## src/rtl/bpa_pkg.sv

```systemverilog
// Shared types and constants of the bitmap page allocator.
`default_nettype none

package bpa_pkg;

	localparam int PAGE_W  = 12;
	localparam int COUNT_W = 13;
	localparam int LIMIT_W = 13;

	localparam logic [LIMIT_W-1:0] LIMIT_RESET = 13'd4096;

	// Register index as decoded from paddr[2].
	localparam logic REG_PAGE_LIMIT = 1'b0;

	localparam logic MODE_ALLOC = 1'b0;
	localparam logic MODE_FREE  = 1'b1;

	localparam logic STATUS_OK       = 1'b0;
	localparam logic STATUS_NO_SPACE = 1'b1;

	typedef enum logic [8:0] {
		ST_INIT   = 9'b000000001,
		ST_IDLE   = 9'b000000010,
		ST_DIV    = 9'b000000100,
		ST_REM    = 9'b000001000,
		ST_CHECK  = 9'b000010000,
		ST_SCAN   = 9'b000100000,
		ST_PREAD  = 9'b001000000,
		ST_PWRITE = 9'b010000000,
		ST_DONE   = 9'b100000000
	} state_t;

endpackage

`default_nettype wire

```

## src/rtl/bitmap_page_allocator.sv

```systemverilog
// Next-fit bitmap page allocator with a word-wide bitmap memory and a scan sequencer.
//
// Usage: each request on the s_ channel either allocates a run of count contiguous
// free pages (s_tuser = 0) or frees count pages from page_index on (s_tuser = 1).
// Every request yields one response on the m_ channel: status in m_tuser (0 ok,
// 1 no space) and the first page of the allocated run in m_tdata (0 otherwise).
// The APB port holds page_limit at address 0; write it only while the block is idle.
// The bitmap sits in one memory of WORD_BITS-bit words, one read or one write a cycle.
// An allocation scans from the next-fit pointer: a word that lies wholly inside the
// scan range and is all used or all free is judged whole in ST_CHECK and ST_SCAN, any
// other word goes through ST_SCAN page by page. Marking the run then reads, modifies
// and writes each word touched (ST_PREAD, ST_PWRITE). A free locates its first word
// in ST_DIV and ST_REM and then reads and writes each word touched. The response is
// registered from ST_DONE once the output slot is free; s_tready is high only while
// the sequencer is idle. After reset the block runs a clearing pass that writes every
// word to all ones (every page used), one word after another, and no request is taken
// meanwhile. A stalled response waits in the output register; the next request is
// accepted meanwhile and its response is held until the slot frees.
`default_nettype none

module bitmap_page_allocator #(
	parameter int NUM_PAGES = 4096,
	parameter int WORD_BITS = 64
) (
	input  wire logic        clk,
	input  wire logic        arst_n,
	// Request: [11:0] page_index, [24:12] count, rest zero.
	input  wire logic [31:0] s_tdata,
	// Request: [0] mode.
	input  wire logic        s_tuser,
	input  wire logic        s_tvalid,
	output logic             s_tready,
	// Response: [11:0] first_page, rest zero.
	output logic [15:0]      m_tdata,
	// Response: [0] status.
	output logic             m_tuser,
	output logic             m_tvalid,
	input  wire logic        m_tready,
	input  wire logic        psel,
	input  wire logic        penable,
	input  wire logic        pwrite,
	input  wire logic [2:0]  paddr,
	input  wire logic [31:0] pwdata,
	output logic [31:0]      prdata,
	output logic             pready
);

	import bpa_pkg::*;

	localparam int MAP_WORDS = (NUM_PAGES + WORD_BITS - 1) / WORD_BITS;
	localparam int AW = (MAP_WORDS > 1) ? $clog2(MAP_WORDS) : 1;
	localparam int WW = $clog2(MAP_WORDS + 1);
	localparam int BW = $clog2(WORD_BITS);
	localparam int NW = $clog2(WORD_BITS + 1);
	localparam logic [LIMIT_W-1:0] LIM_CAP = 13'((NUM_PAGES > 8191) ? 8191 : NUM_PAGES);
	localparam logic [LIMIT_W-1:0] WB13 = 13'(WORD_BITS);
	// page / WORD_BITS is taken as (page * RECIP) >> 20, exact for pages below 4096.
	localparam int RECIP_SH = 20;
	localparam logic [17:0] RECIP = 18'(((1 << RECIP_SH) + WORD_BITS - 1) / WORD_BITS);

	logic [WORD_BITS-1:0] mem [MAP_WORDS];
	logic [WORD_BITS-1:0] rdata_q;

	state_t               state_q;
	logic [LIMIT_W-1:0]   page_limit_q;
	logic [AW-1:0]        init_q;
	logic [LIMIT_W-1:0]   pg_q;
	logic [WW-1:0]        w_q;
	logic [BW-1:0]        b_q;
	logic [LIMIT_W-1:0]   end_q;
	logic                 pass_q;
	logic [COUNT_W-1:0]   cnt_q;
	logic [COUNT_W-1:0]   run_q;
	logic [LIMIT_W-1:0]   rs_pg_q;
	logic [WW-1:0]        rs_w_q;
	logic [BW-1:0]        rs_b_q;
	logic [LIMIT_W-1:0]   st_pg_q;
	logic [LIMIT_W-1:0]   ptr_pg_q;
	logic [WW-1:0]        ptr_w_q;
	logic [BW-1:0]        ptr_b_q;
	logic [COUNT_W-1:0]   rem_q;
	logic                 set_q;
	logic [9:0]           quo_q;
	logic                 res_status_q;
	logic [PAGE_W-1:0]    res_first_q;

	logic [LIMIT_W-1:0]   lim;
	logic                 cfg_wr;
	logic [LIMIT_W-1:0]   in_page;
	logic [COUNT_W-1:0]   in_count;
	logic [LIMIT_W-1:0]   free_room;
	logic [COUNT_W-1:0]   free_rem;
	logic [29:0]          quo_prod;
	logic [LIMIT_W-1:0]   bit_off;
	logic                 all_used;
	logic                 all_free;
	logic                 fast;
	logic                 bit_free;
	logic                 b_last;
	logic [COUNT_W-1:0]   run_inc;
	logic [COUNT_W:0]     run_plus_w;
	logic [LIMIT_W-1:0]   start_pg;
	logic [WW-1:0]        start_w;
	logic [BW-1:0]        start_b;
	logic [NW-1:0]        room;
	logic [NW-1:0]        n_bits;
	logic [NW-1:0]        bn;
	logic [WORD_BITS-1:0] mask;
	logic                 mem_we;
	logic                 mem_re;
	logic [AW-1:0]        mem_addr;
	logic [WORD_BITS-1:0] mem_wdata;
	logic                 out_free;

	assign lim      = (page_limit_q < LIM_CAP) ? page_limit_q : LIM_CAP;
	assign cfg_wr   = psel && penable && pwrite && pready;
	assign pready   = 1'b1;
	assign prdata   = (paddr[2] == REG_PAGE_LIMIT) ? {19'd0, page_limit_q} : 32'd0;
	assign s_tready = (state_q == ST_IDLE);
	assign out_free = !m_tvalid || m_tready;

	assign in_page  = {1'b0, s_tdata[11:0]};
	assign in_count = s_tdata[24:12];
	assign free_room = lim - in_page;
	always_comb begin
		if (in_page >= lim) begin
			free_rem = '0;
		end else if (in_count < free_room) begin
			free_rem = in_count;
		end else begin
			free_rem = free_room;
		end
	end

	assign quo_prod = 30'(pg_q[11:0]) * 30'(RECIP);
	assign bit_off  = pg_q - (13'(quo_q) * WB13);

	// Scan datapath over the word held in rdata_q.
	assign all_used   = &rdata_q;
	assign all_free   = ~|rdata_q;
	assign fast       = (b_q == '0) && ((end_q - pg_q) >= WB13);
	assign bit_free   = !rdata_q[b_q];
	assign b_last     = (b_q == BW'(WORD_BITS - 1));
	assign run_inc    = run_q + 13'd1;
	assign run_plus_w = {1'b0, run_q} + 14'(WORD_BITS);
	assign start_pg   = (run_q == '0) ? pg_q : rs_pg_q;
	assign start_w    = (run_q == '0) ? w_q  : rs_w_q;
	assign start_b    = (run_q == '0) ? b_q  : rs_b_q;

	// Bits [b_q, b_q + n_bits) of the current word are marked or cleared.
	assign room   = NW'(WORD_BITS) - NW'(b_q);
	assign n_bits = (rem_q < 13'(room)) ? NW'(rem_q) : room;
	assign bn     = NW'(b_q) + n_bits;
	always_comb begin
		for (int j = 0; j < WORD_BITS; j++) begin
			mask[j] = (NW'(j) >= NW'(b_q)) && (NW'(j) < bn);
		end
	end

	assign mem_we    = (state_q == ST_INIT) || (state_q == ST_PWRITE);
	assign mem_re    = (state_q == ST_CHECK) || (state_q == ST_PREAD);
	assign mem_addr  = (state_q == ST_INIT) ? init_q : w_q[AW-1:0];
	assign mem_wdata = (state_q == ST_INIT) ? {WORD_BITS{1'b1}} :
		(set_q ? (rdata_q | mask) : (rdata_q & ~mask));

	always_ff @(posedge clk) begin
		if (mem_we) begin
			mem[mem_addr] <= mem_wdata;
		end
	end

	always_ff @(posedge clk) begin
		if (mem_re) begin
			rdata_q <= mem[mem_addr];
		end
	end

	always_ff @(posedge clk or negedge arst_n) begin
		if (!arst_n) begin
			state_q      <= ST_INIT;
			page_limit_q <= LIMIT_RESET;
			init_q       <= '0;
			pg_q         <= '0;
			w_q          <= '0;
			b_q          <= '0;
			end_q        <= '0;
			pass_q       <= 1'b0;
			cnt_q        <= '0;
			run_q        <= '0;
			rs_pg_q      <= '0;
			rs_w_q       <= '0;
			rs_b_q       <= '0;
			st_pg_q      <= '0;
			ptr_pg_q     <= '0;
			ptr_w_q      <= '0;
			ptr_b_q      <= '0;
			rem_q        <= '0;
			set_q        <= 1'b0;
			quo_q        <= '0;
			res_status_q <= STATUS_OK;
			res_first_q  <= '0;
			m_tvalid     <= 1'b0;
			m_tuser      <= 1'b0;
			m_tdata      <= '0;
		end else begin
			if (cfg_wr && (paddr[2] == REG_PAGE_LIMIT)) begin
				page_limit_q <= pwdata[LIMIT_W-1:0];
			end
			// In ST_DONE the slot is refilled below whenever it drains.
			if (m_tvalid && m_tready && (state_q != ST_DONE)) begin
				m_tvalid <= 1'b0;
			end

			unique case (state_q)
				ST_INIT: begin
					init_q <= init_q + AW'(1);
					if (init_q == AW'(MAP_WORDS - 1)) begin
						state_q <= ST_IDLE;
					end
				end

				ST_IDLE: begin
					if (s_tvalid) begin
						cnt_q        <= in_count;
						run_q        <= '0;
						res_first_q  <= '0;
						if (s_tuser == MODE_FREE) begin
							res_status_q <= STATUS_OK;
							pg_q  <= in_page;
							rem_q <= free_rem;
							set_q <= 1'b0;
							state_q <= (free_rem == '0) ? ST_DONE : ST_DIV;
						end else if ((in_count == '0) || (lim == '0)) begin
							res_status_q <= STATUS_NO_SPACE;
							state_q      <= ST_DONE;
						end else begin
							res_status_q <= STATUS_OK;
							end_q   <= lim;
							state_q <= ST_CHECK;
							if (ptr_pg_q < lim) begin
								pg_q   <= ptr_pg_q;
								w_q    <= ptr_w_q;
								b_q    <= ptr_b_q;
								pass_q <= 1'b0;
							end else begin
								// Pointer at or past the limit: go straight to the wrap pass.
								pg_q   <= '0;
								w_q    <= '0;
								b_q    <= '0;
								pass_q <= 1'b1;
							end
						end
					end
				end

				ST_DIV: begin
					quo_q   <= quo_prod[29:20];
					state_q <= ST_REM;
				end

				ST_REM: begin
					w_q     <= WW'(quo_q);
					b_q     <= BW'(bit_off);
					state_q <= ST_PREAD;
				end

				ST_CHECK: begin
					if (pg_q == end_q) begin
						if (!pass_q) begin
							// Wrap pass covers pages below the old pointer.
							pg_q   <= '0;
							w_q    <= '0;
							b_q    <= '0;
							end_q  <= ptr_pg_q;
							pass_q <= 1'b1;
							run_q  <= '0;
						end else begin
							res_status_q <= STATUS_NO_SPACE;
							state_q      <= ST_DONE;
						end
					end else begin
						state_q <= ST_SCAN;
					end
				end

				ST_SCAN: begin
					if (fast && all_used) begin
						run_q   <= '0;
						pg_q    <= pg_q + WB13;
						w_q     <= w_q + WW'(1);
						state_q <= ST_CHECK;
					end else if (fast && all_free) begin
						if (run_plus_w >= {1'b0, cnt_q}) begin
							st_pg_q <= start_pg;
							pg_q    <= start_pg;
							w_q     <= start_w;
							b_q     <= start_b;
							rem_q   <= cnt_q;
							set_q   <= 1'b1;
							state_q <= ST_PREAD;
						end else begin
							if (run_q == '0) begin
								rs_pg_q <= pg_q;
								rs_w_q  <= w_q;
								rs_b_q  <= b_q;
							end
							run_q   <= run_plus_w[COUNT_W-1:0];
							pg_q    <= pg_q + WB13;
							w_q     <= w_q + WW'(1);
							state_q <= ST_CHECK;
						end
					end else if (bit_free && (run_inc == cnt_q)) begin
						st_pg_q <= start_pg;
						pg_q    <= start_pg;
						w_q     <= start_w;
						b_q     <= start_b;
						rem_q   <= cnt_q;
						set_q   <= 1'b1;
						state_q <= ST_PREAD;
					end else begin
						if (bit_free) begin
							if (run_q == '0) begin
								rs_pg_q <= pg_q;
								rs_w_q  <= w_q;
								rs_b_q  <= b_q;
							end
							run_q <= run_inc;
						end else begin
							run_q <= '0;
						end
						pg_q <= pg_q + 13'd1;
						if (b_last) begin
							w_q     <= w_q + WW'(1);
							b_q     <= '0;
							state_q <= ST_CHECK;
						end else begin
							b_q <= b_q + BW'(1);
							if ((pg_q + 13'd1) == end_q) begin
								state_q <= ST_CHECK;
							end
						end
					end
				end

				ST_PREAD: begin
					state_q <= ST_PWRITE;
				end

				ST_PWRITE: begin
					pg_q  <= pg_q + 13'(n_bits);
					rem_q <= rem_q - 13'(n_bits);
					if (bn == NW'(WORD_BITS)) begin
						w_q <= w_q + WW'(1);
						b_q <= '0;
					end else begin
						b_q <= BW'(bn);
					end
					if (rem_q == 13'(n_bits)) begin
						if (set_q) begin
							// The pointer lands just past the new run.
							ptr_pg_q    <= pg_q + 13'(n_bits);
							ptr_w_q     <= (bn == NW'(WORD_BITS)) ? (w_q + WW'(1)) : w_q;
							ptr_b_q     <= (bn == NW'(WORD_BITS)) ? '0 : BW'(bn);
							res_first_q <= st_pg_q[PAGE_W-1:0];
						end
						state_q <= ST_DONE;
					end else begin
						state_q <= ST_PREAD;
					end
				end

				ST_DONE: begin
					if (out_free) begin
						m_tvalid <= 1'b1;
						m_tuser  <= res_status_q;
						m_tdata  <= {4'd0, res_first_q};
						state_q  <= ST_IDLE;
					end
				end

				default: begin
					state_q <= ST_IDLE;
				end
			endcase
		end
	end

	a_scan_in_range: assert property (@(posedge clk) disable iff (!arst_n)
		(state_q == ST_SCAN) |-> (pg_q < end_q))
		else $error("scan position outside the search range");

	a_run_below_count: assert property (@(posedge clk) disable iff (!arst_n)
		(state_q == ST_SCAN) |-> (run_q < cnt_q))
		else $error("free run reached the count without completing the allocation");

	a_patch_nonempty: assert property (@(posedge clk) disable iff (!arst_n)
		(state_q == ST_PWRITE) |-> ((rem_q != '0) && (n_bits != '0)))
		else $error("bitmap update with nothing left to write");

	a_resp_from_done: assert property (@(posedge clk) disable iff (!arst_n)
		$rose(m_tvalid) |-> $past(state_q == ST_DONE))
		else $error("response issued outside the completion state");

	a_ok_run_in_limit: assert property (@(posedge clk) disable iff (!arst_n)
		(state_q == ST_PWRITE && set_q) |-> ((pg_q + 13'(n_bits)) <= lim))
		else $error("allocated run extends past the page limit");

endmodule

`default_nettype wire

```

## config.mk

```make
export PLATFORM = sky130hd
export DESIGN_NAME = bitmap_page_allocator
export DESIGN_NICKNAME = d
export VERILOG_FILES = /design/src/rtl/bpa_pkg.sv /design/src/rtl/bitmap_page_allocator.sv
export SDC_FILE = /design/constraint.sdc
export NUM_CORES = 2
export LEC_CHECK = 0
export BUFFER_PORTS_ARGS = -buffer_cell sky130_fd_sc_hd__buf_2
export CELL_PAD_IN_SITES_DETAIL_PLACEMENT = 1
export CELL_PAD_IN_SITES_GLOBAL_PLACEMENT = 1
export CORE_AREA = 2 2 986 693
export CTS_CLUSTER_SIZE = 16
export DETAILED_ROUTE_END_ITERATION = 8
export DIE_AREA = 0 0 988 695
export PLACE_DENSITY = 0.4
export SYNTH_ARGS = -nofsm -noshare
export SYNTH_HDL_FRONTEND = slang
export SYNTH_SLANG_ARGS = --single-unit
```

## constraint.sdc

```tcl
create_clock -name clk -period 9.77 [get_ports clk]
set_input_delay 0.4885 -clock clk [delete_from_list [all_inputs] [get_ports clk]]
set_output_delay 0.4885 -clock clk [all_outputs]
set_load 0.005 [all_outputs]
```

==> metrics <==
status finished, violations left; violated checks capacitance limit, slew limit; Final Hold Vio Count 0; Crit Path Max Fanout 64; Die W 988 um; max cap viols 1; post-synthesis cell area 169,000 sq um; CP Depth 24; Die ar. 687,000 sq um; vias in the first global route 110k; cell leakage power 56.9 nW; register area share after synthesis 0.769; Peak VDD IR 0.000148 V; Worst Path Arrival 9.13 ns; period utilisation layout 0.888; Crit-path slowest cell a211oi_1; global placer's final weighted congestion 0.863; crit start category flop; Overflow after GRT 0; DP Wirelength 460,000 um; RSZ-0062 raised after global routing no; final WL 811,000 um; share of post-route cells with drive strength above 1 0.128; most frequent cells in the layout edfxtp_1 (4,160), a22oi_1 (1,368), nand2_1 (1,043); core box area 677,000 sq um; CTS buffer count 444; Post-synth top flop edfxtp_1; Iter 0 DRT Violations 15.5k; CTS tree yes; Met1 Wirelength 389,000 um; Layout area overhead 17.1%; Starting Density 0.250; H-tree Lvls 5; Final Net Count 11.2k; worst-skew pair later-pin latency 1.03 ns; Cells after Synth 10.7k; die height 695 um; setup TNS 0 ns; Mean Syn Cell Area 15.8 sq um; GRT Total Usage 0.228; I/O pin total 127; Yosys cell types 107; Cell Pwr Density 191 nW/um^2; Relative slew margins -0.0404; FFs w/ async S/R, synth 0.0463; worst setup path category reg -> reg; via count 112k; highest routed metal layer met5; Setup Buffers After CTS 0; clk slew on worst S/H paths 0.06 ns; IO buf count 74; DR pass1 iterations 6; Largest delay share family, worst path simple AND/OR/NAND/NOR gates; initial antenna violation count 103; post-synth top area share 0.739; Critical Path Max Stage Delay 1.19 ns; YS warnings 0; Slew Limit Fails 2; Avg WL per Cell 39.5 um; global-route wire length before repair 1,060,000 um; WP data required 10.22 ns; Max clock buf depth 4; Root Driver clkbuf_16; CTS resizes 0; FF-to-FF path depth 24; largest net degree at the start of global routing 81; Worst Tran Pin Value 1.55 ns; CTS sink count 4,362; WL met3 56,200 um; antenna-violating nets left 0; count of final setup violators 0; count of buffer and inverter cells on the critical path 4; cells along the critical path nor2_1 > nand2_1 > nor2_1 > inv_1 > ha_1 > a211oi_1 > o21a_1 > nand2_1 > o21ai_0 > ha_1 > inv_1 > fa_1 > nor2b_1 > o21ai_0 > nand2b_1 > a21o_1 > a21o_1 > xnor2_2 > buf_4 > nor3_1 > buf_4 > a211oi_1 > mux2i_1 > nand2_2; top cell type by total area after synthesis edfxtp_1; worst clock skew 0.0879 ns; Fmax 115 MHz; Hold WC Path Type in -> async; FF+latch count, synth 4,362; Post-synth EDFFs 4,160; commonest non-fill, non-tap cell in the layout edfxtp_1; met2 WL 349,000 um; ranking of synthesized cells by area edfxtp_1 (74%), a22oi_1 (6.1%), dfrtp_1 (3.0%); Residual DRC 0; Total Power 37.8 mW; Cell Rows 253; Final min period 8.68 ns; CTS hold repair buffers 34; number of vias per cell 5.44; Critical Path End Type flop
## where the power goes
group	switching [mW]	internal, mW
logic	0.283	0.176
registers	0.0241	20.2
clock network	7.79	9.39
## metal layers
| layer | track usage | vias to the layer above |
|---|---|---|
| met4 | 0.0427 | 4 |
| met3 | 0.0287 | 865 |
| met5 | 0 | - |
| met1 | 0.352 | 62000 |
| met2 | 0.343 | 4939 |
| li1 | - | 43800 |
## Yosys cell counts (all sizes together), types with 20 or more instances
master and number:
a211oi 21, a21o 32, a21oi 447, a221oi 234
a22o 110, a22oi 1368, a31oi 200, a41oi 31
and3 20, buf 304, clkbuf 382, dfrtp 200
edfxtp 4160, ha 99, inv 103, mux2 74
mux2i 215, nand2 1080, nand2b 21, nand3 82
nand4 175, nor2 321, nor2b 43, nor3 63
nor4 87, o211ai 24, o21ai 336, o221ai 28
o22ai 84, xnor2 70, xor2 24
## worst register-to-register path: cells and delay by family, from the launching register on
family                     cells  cell delay, ns
AOI/OAI and AO/OA              7            2.58
adders and majority gates      3            1.07
buffers and inverters          4            0.73
DFF                            1            0.52
and+or+nand+nor                8            2.63
xor gates and xnor gates       1            0.16
muxes                          1            0.35
## state kept, by name, summed over array words and instances, names as in the netlist, 9 cells and up
| name | count |
|---|---|
| cnt_q | 13 |
| end_q | 13 |
| m_tdata | 12 |
| mem | 4096 |
| page_limit_q | 13 |
| pg_q | 13 |
| ptr_pg_q | 13 |
| rdata_q | 64 |
| rem_q | 13 |
| res_first_q | 12 |
| rs_pg_q | 13 |
| run_q | 13 |
| st_pg_q | 12 |
| state_q | 9 |
## worst paths after layout
kind | slack, ns | start | end
worst min register to register | 0.48 | res_first_q[10] | res_first_q[10]
worst max register to register | 1.09 | b_q[3] | mem[46][13]
worst min-delay path | 0.04 | arst_n | res_first_q[5]
max in group asynchronous | 8.11 | arst_n | set_q
min in group clk | 0.08 | s_tdata[7] | pg_q[7]
worst max-delay path | 1.09 | b_q[3] | mem[46][13]
## kinds of logic (layout without fill, tap and decap cells)
group / count (synthesis) / in the layout / share of synthesized area
DFF: 4362 / 4362 / 0.769
AOI/OAI and AO/OA: 3051 / 3051 / 0.126
and+or+nand+nor: 1981 / 1981 / 0.0525
buffers and inverters: 789 / 1527 / 0.0192
muxes: 306 / 306 / 0.0202
adders and majority gates: 103 / 103 / 0.00780
xor gates and xnor gates: 94 / 94 / 0.00491
other: 2 / 42 / 0.0000444
## cell type report
class | instances | area (sq um)
multi-input cells | 5559 | 37100
repair buffers | 601 | 5020
well taps | 9052 | 11300
inverters | 103 | 387
fillers | 70500 | 479000
clock inverters | 268 | 2420
flip-flops and latches | 4362 | 130000
clock buffers | 555 | 11700
diodes | 18 | 45.0
## through the flow
| stage | hold slack [ns] | area (sq um) | setup WS (ns) | util | std cells |
|---|---|---|---|---|---|
| 2_1_floorplan | 0.193 | 169000 | 1.38 | - | 10700 |
| 3_5_place_dp | 0.477 | 183000 | 1.56 | 0.271 | 19600 |
| 5_1_grt | 0.0547 | 198000 | 0.806 | 0.292 | 20500 |
| 6_report | 0.0372 | 198000 | 1.09 | 0.293 | 20500 |
| 4_1_cts | 0.00502 | 198000 | 1.46 | 0.292 | 20500 |
| 3_3_place_gp | 0.463 | 183000 | 1.11 | 0.271 | 19600 |
Note: power is estimated with default switching activity, not from simulation.
